$ cat config.mk
export PLATFORM = sky130hd
export DESIGN_NAME = timer_write_status_tracker_top
export DESIGN_NICKNAME = d
export VERILOG_FILES = /design/src/rtl/tws_pkg.sv /design/src/rtl/tws_decode.sv /design/src/rtl/tws_status.sv /design/src/rtl/timer_write_status_tracker_top.sv
export SDC_FILE = /design/constraint.sdc
export NUM_CORES = 1
export LEC_CHECK = 0
export CELL_PAD_IN_SITES_DETAIL_PLACEMENT = 1
export CELL_PAD_IN_SITES_GLOBAL_PLACEMENT = 2
export CORE_UTILIZATION = 40
export CTS_BUF_LIST = sky130_fd_sc_hd__clkbuf_4
export CTS_CLUSTER_SIZE = 8
export DETAILED_ROUTE_END_ITERATION = 10
export DONT_BUFFER_PORTS = 1
export GPL_TIMING_DRIVEN = 0
export HOLD_SLACK_MARGIN = 0.06
export PLACE_DENSITY_LB_ADDON = 0.1
export SYNTH_ARGS = -nofsm -noshare
export SYNTH_HDL_FRONTEND = slang
export SYNTH_HIERARCHICAL = 1
export SYNTH_SLANG_ARGS = --single-unit
$ cat constraint.sdc
create_clock -name clk_i -period 3.5 [get_ports clk_i]
set_input_delay 0.175 -clock clk_i [delete_from_list [all_inputs] [get_ports clk_i]]
set_output_delay 0.175 -clock clk_i [all_outputs]
set_load 0.03 [all_outputs]
$ cat src/rtl/tws_pkg.sv
// ----------------------------------------------------------------------------
// tws_pkg
// Shared constants and types of the timer write-status tracker: register
// offsets, state widths and the decoded access descriptor.
// ----------------------------------------------------------------------------
package tws_pkg;

  localparam int unsigned NUM_LOCAL_TIMERS = 4;
  localparam int unsigned LocIdxW = (NUM_LOCAL_TIMERS > 1) ? $clog2(NUM_LOCAL_TIMERS) : 1;

  localparam int unsigned OffW     = 12;
  localparam int unsigned DataW    = 32;
  localparam int unsigned TimerW   = 4;
  localparam int unsigned CountW   = 2;
  localparam int unsigned CompareW = 17;
  localparam int unsigned LocalW   = 4;

  // Global region
  localparam logic [OffW-1:0] CountBase     = 12'h100;
  localparam logic [OffW-1:0] CountStatus   = 12'h110;
  localparam logic [OffW-1:0] CompareBase   = 12'h200;
  localparam logic [OffW-1:0] CompareEnd    = 12'h244;
  localparam logic [OffW-1:0] CompareStatus = 12'h24C;
  localparam logic [OffW-1:0] LocalBase     = 12'h300;

  // Local window offsets
  localparam logic [7:0] LocCompareLo = 8'h00;
  localparam logic [7:0] LocCompareHi = 8'h08;
  localparam logic [7:0] LocControl   = 8'h20;
  localparam logic [7:0] LocIntEnable = 8'h34;
  localparam logic [7:0] LocStatus    = 8'h40;

  // Local status bits
  localparam int unsigned LocCompareBit = 1;
  localparam int unsigned LocControlBit = 3;

  typedef struct packed {
    logic                cnt_set;
    logic                cnt_idx;
    logic                cnt_clr;
    logic                cnt_rd;
    logic                cmp_set;
    logic [4:0]          cmp_idx;
    logic                cmp_clr;
    logic                cmp_rd;
    logic [LocIdxW-1:0]  loc_idx;
    logic                loc_set_cmp;
    logic                loc_set_ctl;
    logic                loc_clr;
    logic                loc_rd;
    logic                unknown;
  } access_t;

endpackage

$ cat src/rtl/tws_decode.sv
// ----------------------------------------------------------------------------
// tws_decode
// Offset decoder: turns one bus access into set/clear/read strobes.
// ----------------------------------------------------------------------------
module tws_decode (
  input  logic                          action_i,
  input  logic [tws_pkg::OffW-1:0]      offset_i,
  output tws_pkg::access_t              access_o
);

  logic                       global_hit;
  logic [tws_pkg::TimerW-1:0] timer;
  logic [7:0]                 loff;
  logic                       timer_hit;

  always_comb begin
    global_hit = offset_i < tws_pkg::LocalBase;
    timer      = offset_i[11:8] - tws_pkg::LocalBase[11:8];
    // local base is 256-aligned, so the local offset is the low byte
    loff       = offset_i[7:0];
    timer_hit  = timer < tws_pkg::TimerW'(tws_pkg::NUM_LOCAL_TIMERS);

    access_o         = '0;
    access_o.cnt_idx = offset_i[2];
    access_o.cmp_idx = offset_i[6:2];
    access_o.loc_idx = timer[tws_pkg::LocIdxW-1:0];

    if (global_hit) begin
      if (action_i) begin
        if (offset_i[11:3] == tws_pkg::CountBase[11:3]) begin
          access_o.cnt_set = 1'b1;
        end else if (offset_i == tws_pkg::CountStatus) begin
          access_o.cnt_clr = 1'b1;
        end else if (offset_i >= tws_pkg::CompareBase && offset_i < tws_pkg::CompareEnd) begin
          access_o.cmp_set = 1'b1;
        end else if (offset_i == tws_pkg::CompareStatus) begin
          access_o.cmp_clr = 1'b1;
        end else begin
          access_o.unknown = 1'b1;
        end
      end else begin
        access_o.cnt_rd = offset_i == tws_pkg::CountStatus;
        access_o.cmp_rd = offset_i == tws_pkg::CompareStatus;
      end
    end else if (!timer_hit) begin
      // drop accesses to timers that do not exist
      access_o.unknown = action_i;
    end else if (!action_i) begin
      access_o.loc_rd = loff == tws_pkg::LocStatus;
    end else begin
      if (loff inside {tws_pkg::LocCompareLo, tws_pkg::LocCompareHi}) begin
        access_o.loc_set_cmp = 1'b1;
      end else if (loff == tws_pkg::LocControl) begin
        access_o.loc_set_ctl = 1'b1;
      end else if (loff == tws_pkg::LocIntEnable) begin
        access_o.unknown = 1'b0;
      end else if (loff == tws_pkg::LocStatus) begin
        access_o.loc_clr = 1'b1;
      end else begin
        access_o.unknown = 1'b1;
      end
    end
  end

endmodule

$ cat src/rtl/tws_status.sv
// ----------------------------------------------------------------------------
// tws_status
// Status registers: global count/compare status and per-timer local status,
// with set, masked clear and read-back.
// ----------------------------------------------------------------------------
module tws_status (
  input  logic                        clk_i,
  input  logic                        rst_ni,
  input  logic                        en_i,
  input  tws_pkg::access_t            access_i,
  input  logic [tws_pkg::DataW-1:0]   clr_i,
  output logic [tws_pkg::DataW-1:0]   read_data_o
);

  logic [tws_pkg::CountW-1:0]   count_q, count_d;
  logic [tws_pkg::CompareW-1:0] compare_q, compare_d;
  logic [tws_pkg::LocalW-1:0]   local_q [tws_pkg::NUM_LOCAL_TIMERS];
  logic [tws_pkg::LocalW-1:0]   local_d [tws_pkg::NUM_LOCAL_TIMERS];

  always_comb begin
    count_d   = count_q;
    compare_d = compare_q;
    local_d   = local_q;
    if (access_i.cnt_set) begin
      count_d[access_i.cnt_idx] = 1'b1;
    end
    if (access_i.cnt_clr) begin
      count_d = count_q & ~clr_i[tws_pkg::CountW-1:0];
    end
    if (access_i.cmp_set) begin
      compare_d[access_i.cmp_idx] = 1'b1;
    end
    if (access_i.cmp_clr) begin
      compare_d = compare_q & ~clr_i[tws_pkg::CompareW-1:0];
    end
    if (access_i.loc_set_cmp) begin
      local_d[access_i.loc_idx][tws_pkg::LocCompareBit] = 1'b1;
    end
    if (access_i.loc_set_ctl) begin
      local_d[access_i.loc_idx][tws_pkg::LocControlBit] = 1'b1;
    end
    if (access_i.loc_clr) begin
      local_d[access_i.loc_idx] = local_q[access_i.loc_idx] & ~clr_i[tws_pkg::LocalW-1:0];
    end
  end

  always_ff @(posedge clk_i or negedge rst_ni) begin
    if (!rst_ni) begin
      count_q   <= '0;
      compare_q <= '0;
      for (int i = 0; i < tws_pkg::NUM_LOCAL_TIMERS; i++) begin
        local_q[i] <= '0;
      end
    end else if (en_i) begin
      count_q   <= count_d;
      compare_q <= compare_d;
      local_q   <= local_d;
    end
  end

  always_comb begin
    read_data_o = '0;
    if (access_i.cnt_rd) begin
      read_data_o = tws_pkg::DataW'(count_q);
    end else if (access_i.cmp_rd) begin
      read_data_o = tws_pkg::DataW'(compare_q);
    end else if (access_i.loc_rd) begin
      read_data_o = tws_pkg::DataW'(local_q[access_i.loc_idx]);
    end
  end

endmodule

$ cat src/rtl/timer_write_status_tracker_top.sv
// ----------------------------------------------------------------------------
// timer_write_status_tracker_top
// Write-status tracker for a multi-core timer register window.
// ----------------------------------------------------------------------------
// One bus access per item, one result item per access. An item sits in an
// input register, is decoded and applied to the status registers, and its
// read data lands in an output register. The result is valid once the item
// has moved on from the input register into the output register, which can
// wait while the output side stalls. With the output side ready an item is
// taken every cycle, since decode and status update fit in one stage and
// the output register frees the input side while a result waits.
module timer_write_status_tracker_top (
  input  logic                               clk_i,
  input  logic                               rst_ni,
  input  logic                               in_valid_i,
  output logic                               in_ready_o,
  input  logic                               action_i,
  input  logic [tws_pkg::OffW-1:0]           offset_i,
  input  logic [tws_pkg::DataW-1:0]          write_data_i,
  input  logic [tws_pkg::DataW-1:0]          write_mask_i,
  output logic                               out_valid_o,
  input  logic                               out_ready_i,
  output logic [tws_pkg::DataW-1:0]          read_data_o,
  output logic                               unknown_offset_o
);

  logic                        in_valid_q;
  logic                        action_q;
  logic [tws_pkg::OffW-1:0]    offset_q;
  logic [tws_pkg::DataW-1:0]   clr_q;
  logic                        out_valid_q;
  logic [tws_pkg::DataW-1:0]   read_data_q, read_data_d;
  logic                        unknown_q;
  logic                        advance;
  tws_pkg::access_t            access;
  tws_pkg::access_t            access_en;

  assign advance    = in_valid_q && (!out_valid_q || out_ready_i);
  assign in_ready_o = !in_valid_q || advance;

  always_ff @(posedge clk_i or negedge rst_ni) begin
    if (!rst_ni) begin
      in_valid_q  <= 1'b0;
      out_valid_q <= 1'b0;
    end else begin
      if (in_ready_o) begin
        in_valid_q <= in_valid_i;
      end
      if (advance) begin
        out_valid_q <= 1'b1;
      end else if (out_ready_i) begin
        out_valid_q <= 1'b0;
      end
    end
  end

  always_ff @(posedge clk_i) begin
    if (in_ready_o && in_valid_i) begin
      action_q <= action_i;
      offset_q <= offset_i;
      clr_q    <= write_data_i & write_mask_i;
    end
    if (advance) begin
      read_data_q <= read_data_d;
      unknown_q   <= access.unknown;
    end
  end

  tws_decode u_decode (
    .action_i (action_q),
    .offset_i (offset_q),
    .access_o (access)
  );

  // gate the strobes so a held item updates status only once
  always_comb begin
    access_en = access;
    if (!advance) begin
      access_en.cnt_set     = 1'b0;
      access_en.cnt_clr     = 1'b0;
      access_en.cmp_set     = 1'b0;
      access_en.cmp_clr     = 1'b0;
      access_en.loc_set_cmp = 1'b0;
      access_en.loc_set_ctl = 1'b0;
      access_en.loc_clr     = 1'b0;
    end
  end

  tws_status u_status (
    .clk_i       (clk_i),
    .rst_ni      (rst_ni),
    .en_i        (advance),
    .access_i    (access_en),
    .clr_i       (clr_q),
    .read_data_o (read_data_d)
  );

  assign out_valid_o      = out_valid_q;
  assign read_data_o      = read_data_q;
  assign unknown_offset_o = unknown_q;

  // Nonzero read data only comes from reads, which never flag an unknown offset.
  assert property (@(posedge clk_i) disable iff (!rst_ni)
    out_valid_o && (read_data_o != '0) |-> !unknown_offset_o)
    else $error("read data and unknown offset both set");

  // Status words are at most 17 bits wide.
  assert property (@(posedge clk_i) disable iff (!rst_ni)
    out_valid_o |-> (read_data_o[31:17] == '0))
    else $error("read data upper bits set");

  // An empty output register never stalls the input side.
  assert property (@(posedge clk_i) disable iff (!rst_ni)
    !out_valid_q |-> in_ready_o)
    else $error("input stalled with empty output register");

  // A pending item reaches the output in the next cycle when the output is free.
  assert property (@(posedge clk_i) disable iff (!rst_ni)
    in_valid_q && !out_valid_q |=> out_valid_q)
    else $error("item did not advance to output");

endmodule

==> metrics.cfg <==
[run_status]
status = completed

[global_routing]
antenna_found_initial = 0
grt_pass1_vias = 3304
grt_use_total = 0.1930
grt_max_degree = 38
overflow = 0
grt_pass1_wl_um = 17110

[clock_tree]
root_buffer = clkbuf_4
insertion_delay_ns = 0.45
clkTransAtPathRegs_ns = 0.14
cts_max_path_buffers = 2
cts_tree = built
cts.sinks = 100
postCtsSetupBuffers = 0
h-tree-depth = 3
cts_buffers = 9

[hold_path]
hold_path_depth = 2
hold_path.class = primary input to flip-flop

[detailed_routing]
routed.top_layer = met4
via_per_inst = 5.279
routed_wl_um = 10650
drcViolationCount = 0
wl_per_cell_um = 17.93
wl_met3_um = 269
ant_nets = 0
wl_met2_um = 5577
drtPass1Iterations = 4
drt-initial-drc-count = 121
vias = 3136
met1Wirelength_um = 4700

[logic_synthesis]
syn_avg_cell_area_um2 = 12.35
synthCells = 372
synth.cell_area_um2 = 4593
ys_warn_count = 6

[timing]
final_max_slew_viol_count = 0
hold_viol = 0
fin_ws_ns = 0.2574
setup_viol = 0
slew-limit-headroom = 0.4036
fin_crit_ns = 3.243
final.setup.tns_ns = 0
rsz0062_at_grt = false
tightestPinTransition_ns = 0.8877
max_freq_ghz = 0.3084
min_period_over_period = 0.9265
skew_ns = 0.01743

[power_and_ir_drop]
vdd_drop_max_mv = 0.2023
p_leak_nw = 2.244
total_power_mw = 2.245
p_per_area_nw_per_um2 = 406.3

[setup_path]
cp-end-kind = flip-flop
cpMaxStageDelayCell = nor3_1
worstSetupPathType = flip-flop to flip-flop
cp.depth = 9
reg2regPathDepth = 9
cp-start-kind = flip-flop
arrival_ns = 3.63
max_stage_delay_ns = 0.71
path_buf_inv = 1
critical-path-top-delay-family = simple AND/OR/NAND/NOR gates
crit_chain = inv_1 > ha_1 > nand4_1 > or4b_4 > nor2_1 > and3_1 > o21ai_1 > nor3_1 > a32o_1
cp.required_ns = 3.89
crit_fanout = 7

[place]
io_buffer_count = 0
place_ws_ns = 0.08162
dp_hpwl_um = 7108
dp.cells = 527
gp_congestion = 0.7807

[finish]
fin_nets = 533
utilization = 0.5010
fillers = 1186
synthToLayoutAreaGrowth_pct = 20.32
antenna_cells = 0
stdcell_count = 594
drive_gt1_frac = 0.1344

[die]
ios = 116
rows = 38
die-area_um2 = 11920
die_y_um = 109.2
coreArea_um2 = 11030
die_w_um = 109.2
start_util = 0.4164

[job]
cap_violations = 0

-- registers in the layout, indices dropped and copies added, names as in the netlist, 2 cells and up --
name / flops
read_data_o: 32
u_status/count_q: 2
offset_q: 12
clr_q: 17
u_status/compare_q: 17
u_status/local_q: 16
-- metal layers --
layer / track usage / vias up
met3: 0.03646 / 7
met2: 0.3401 / 60
li1: - / 1492
met4: 0.05309 / 0
met5: 0 / -
met1: 0.2400 / 1577
-- worst paths after layout --
kind	start	slack (ns)	end
max	offset_q[8]$_DFFE_PP_	0.26	u_status/compare_q[16]$_DFFE_PN0P_
min	out_ready_i	0.11	in_valid_q$_DFFE_PN0P_
max reg2reg	offset_q[8]$_DFFE_PP_	0.26	u_status/compare_q[16]$_DFFE_PN0P_
min reg2reg	clr_q[13]$_DFFE_PP_	0.43	u_status/compare_q[13]$_DFFE_PN0P_
max in group asynchronous	rst_ni	3.13	u_status/compare_q[16]$_DFFE_PN0P_
min in group asynchronous	rst_ni	0.15	u_status/local_q[13]$_DFFE_PN0P_
-- cell usage in the layout (no fill, tap or decap), types with 15 or more instances in the layout --
master,n
a21oi_1,16
and2_1,30
buf_4,22
conb_1,15
dfrtp_1,37
dlygate4sd3_1,50
edfxtp_1,63
nand2_1,32
nor2_1,22
o21ai_0,16
-- timing repair --
action                                  CTS  global route
hold endpoints to repair                 69             0
endpoints found under the setup margin    0             1
hold buffers                             51             0
gates resized for setup                   0             1
-- per-stage QoR --
step	hold WS, ns	cell area (um2)
floorplan	-0.1206	4646
global placement	-0.1195	4821
detailed placement	-0.1195	4861
CTS	0.07566	5524
global route	0.07716	5527
finish	0.1097	5527
-- layout make-up --
cell class                 count  area [um2]  area share
clock inverter                 5       60.06     0.01087
timing repair buffer          52       548.0     0.09916
multi-input combinational    247        1594      0.2884
buffer                        32       222.7     0.04030
inverter                       7       26.28    0.004754
tap                          140       175.2     0.03170
clock buffer                  11       82.58     0.01494
sequential                   100        2818      0.5098
-- where the power goes --
part	internal (mW)	switching (mW)
clock network	0.237	0.389
registers	1.32	0.0861
logic	0.0984	0.112
total	1.66	0.587
-- worst reg2reg max path, cell delays in order (launching register included) --
cell and delay [ns]:
edfxtp_1 0.52, inv_1 0.26, ha_1 0.24, nand4_1 0.14, or4b_4 0.56, nor2_1 0.12
and3_1 0.21, o21ai_1 0.15, nor3_1 0.71, a32o_1 0.28
(Power assumes the default switching activity.)
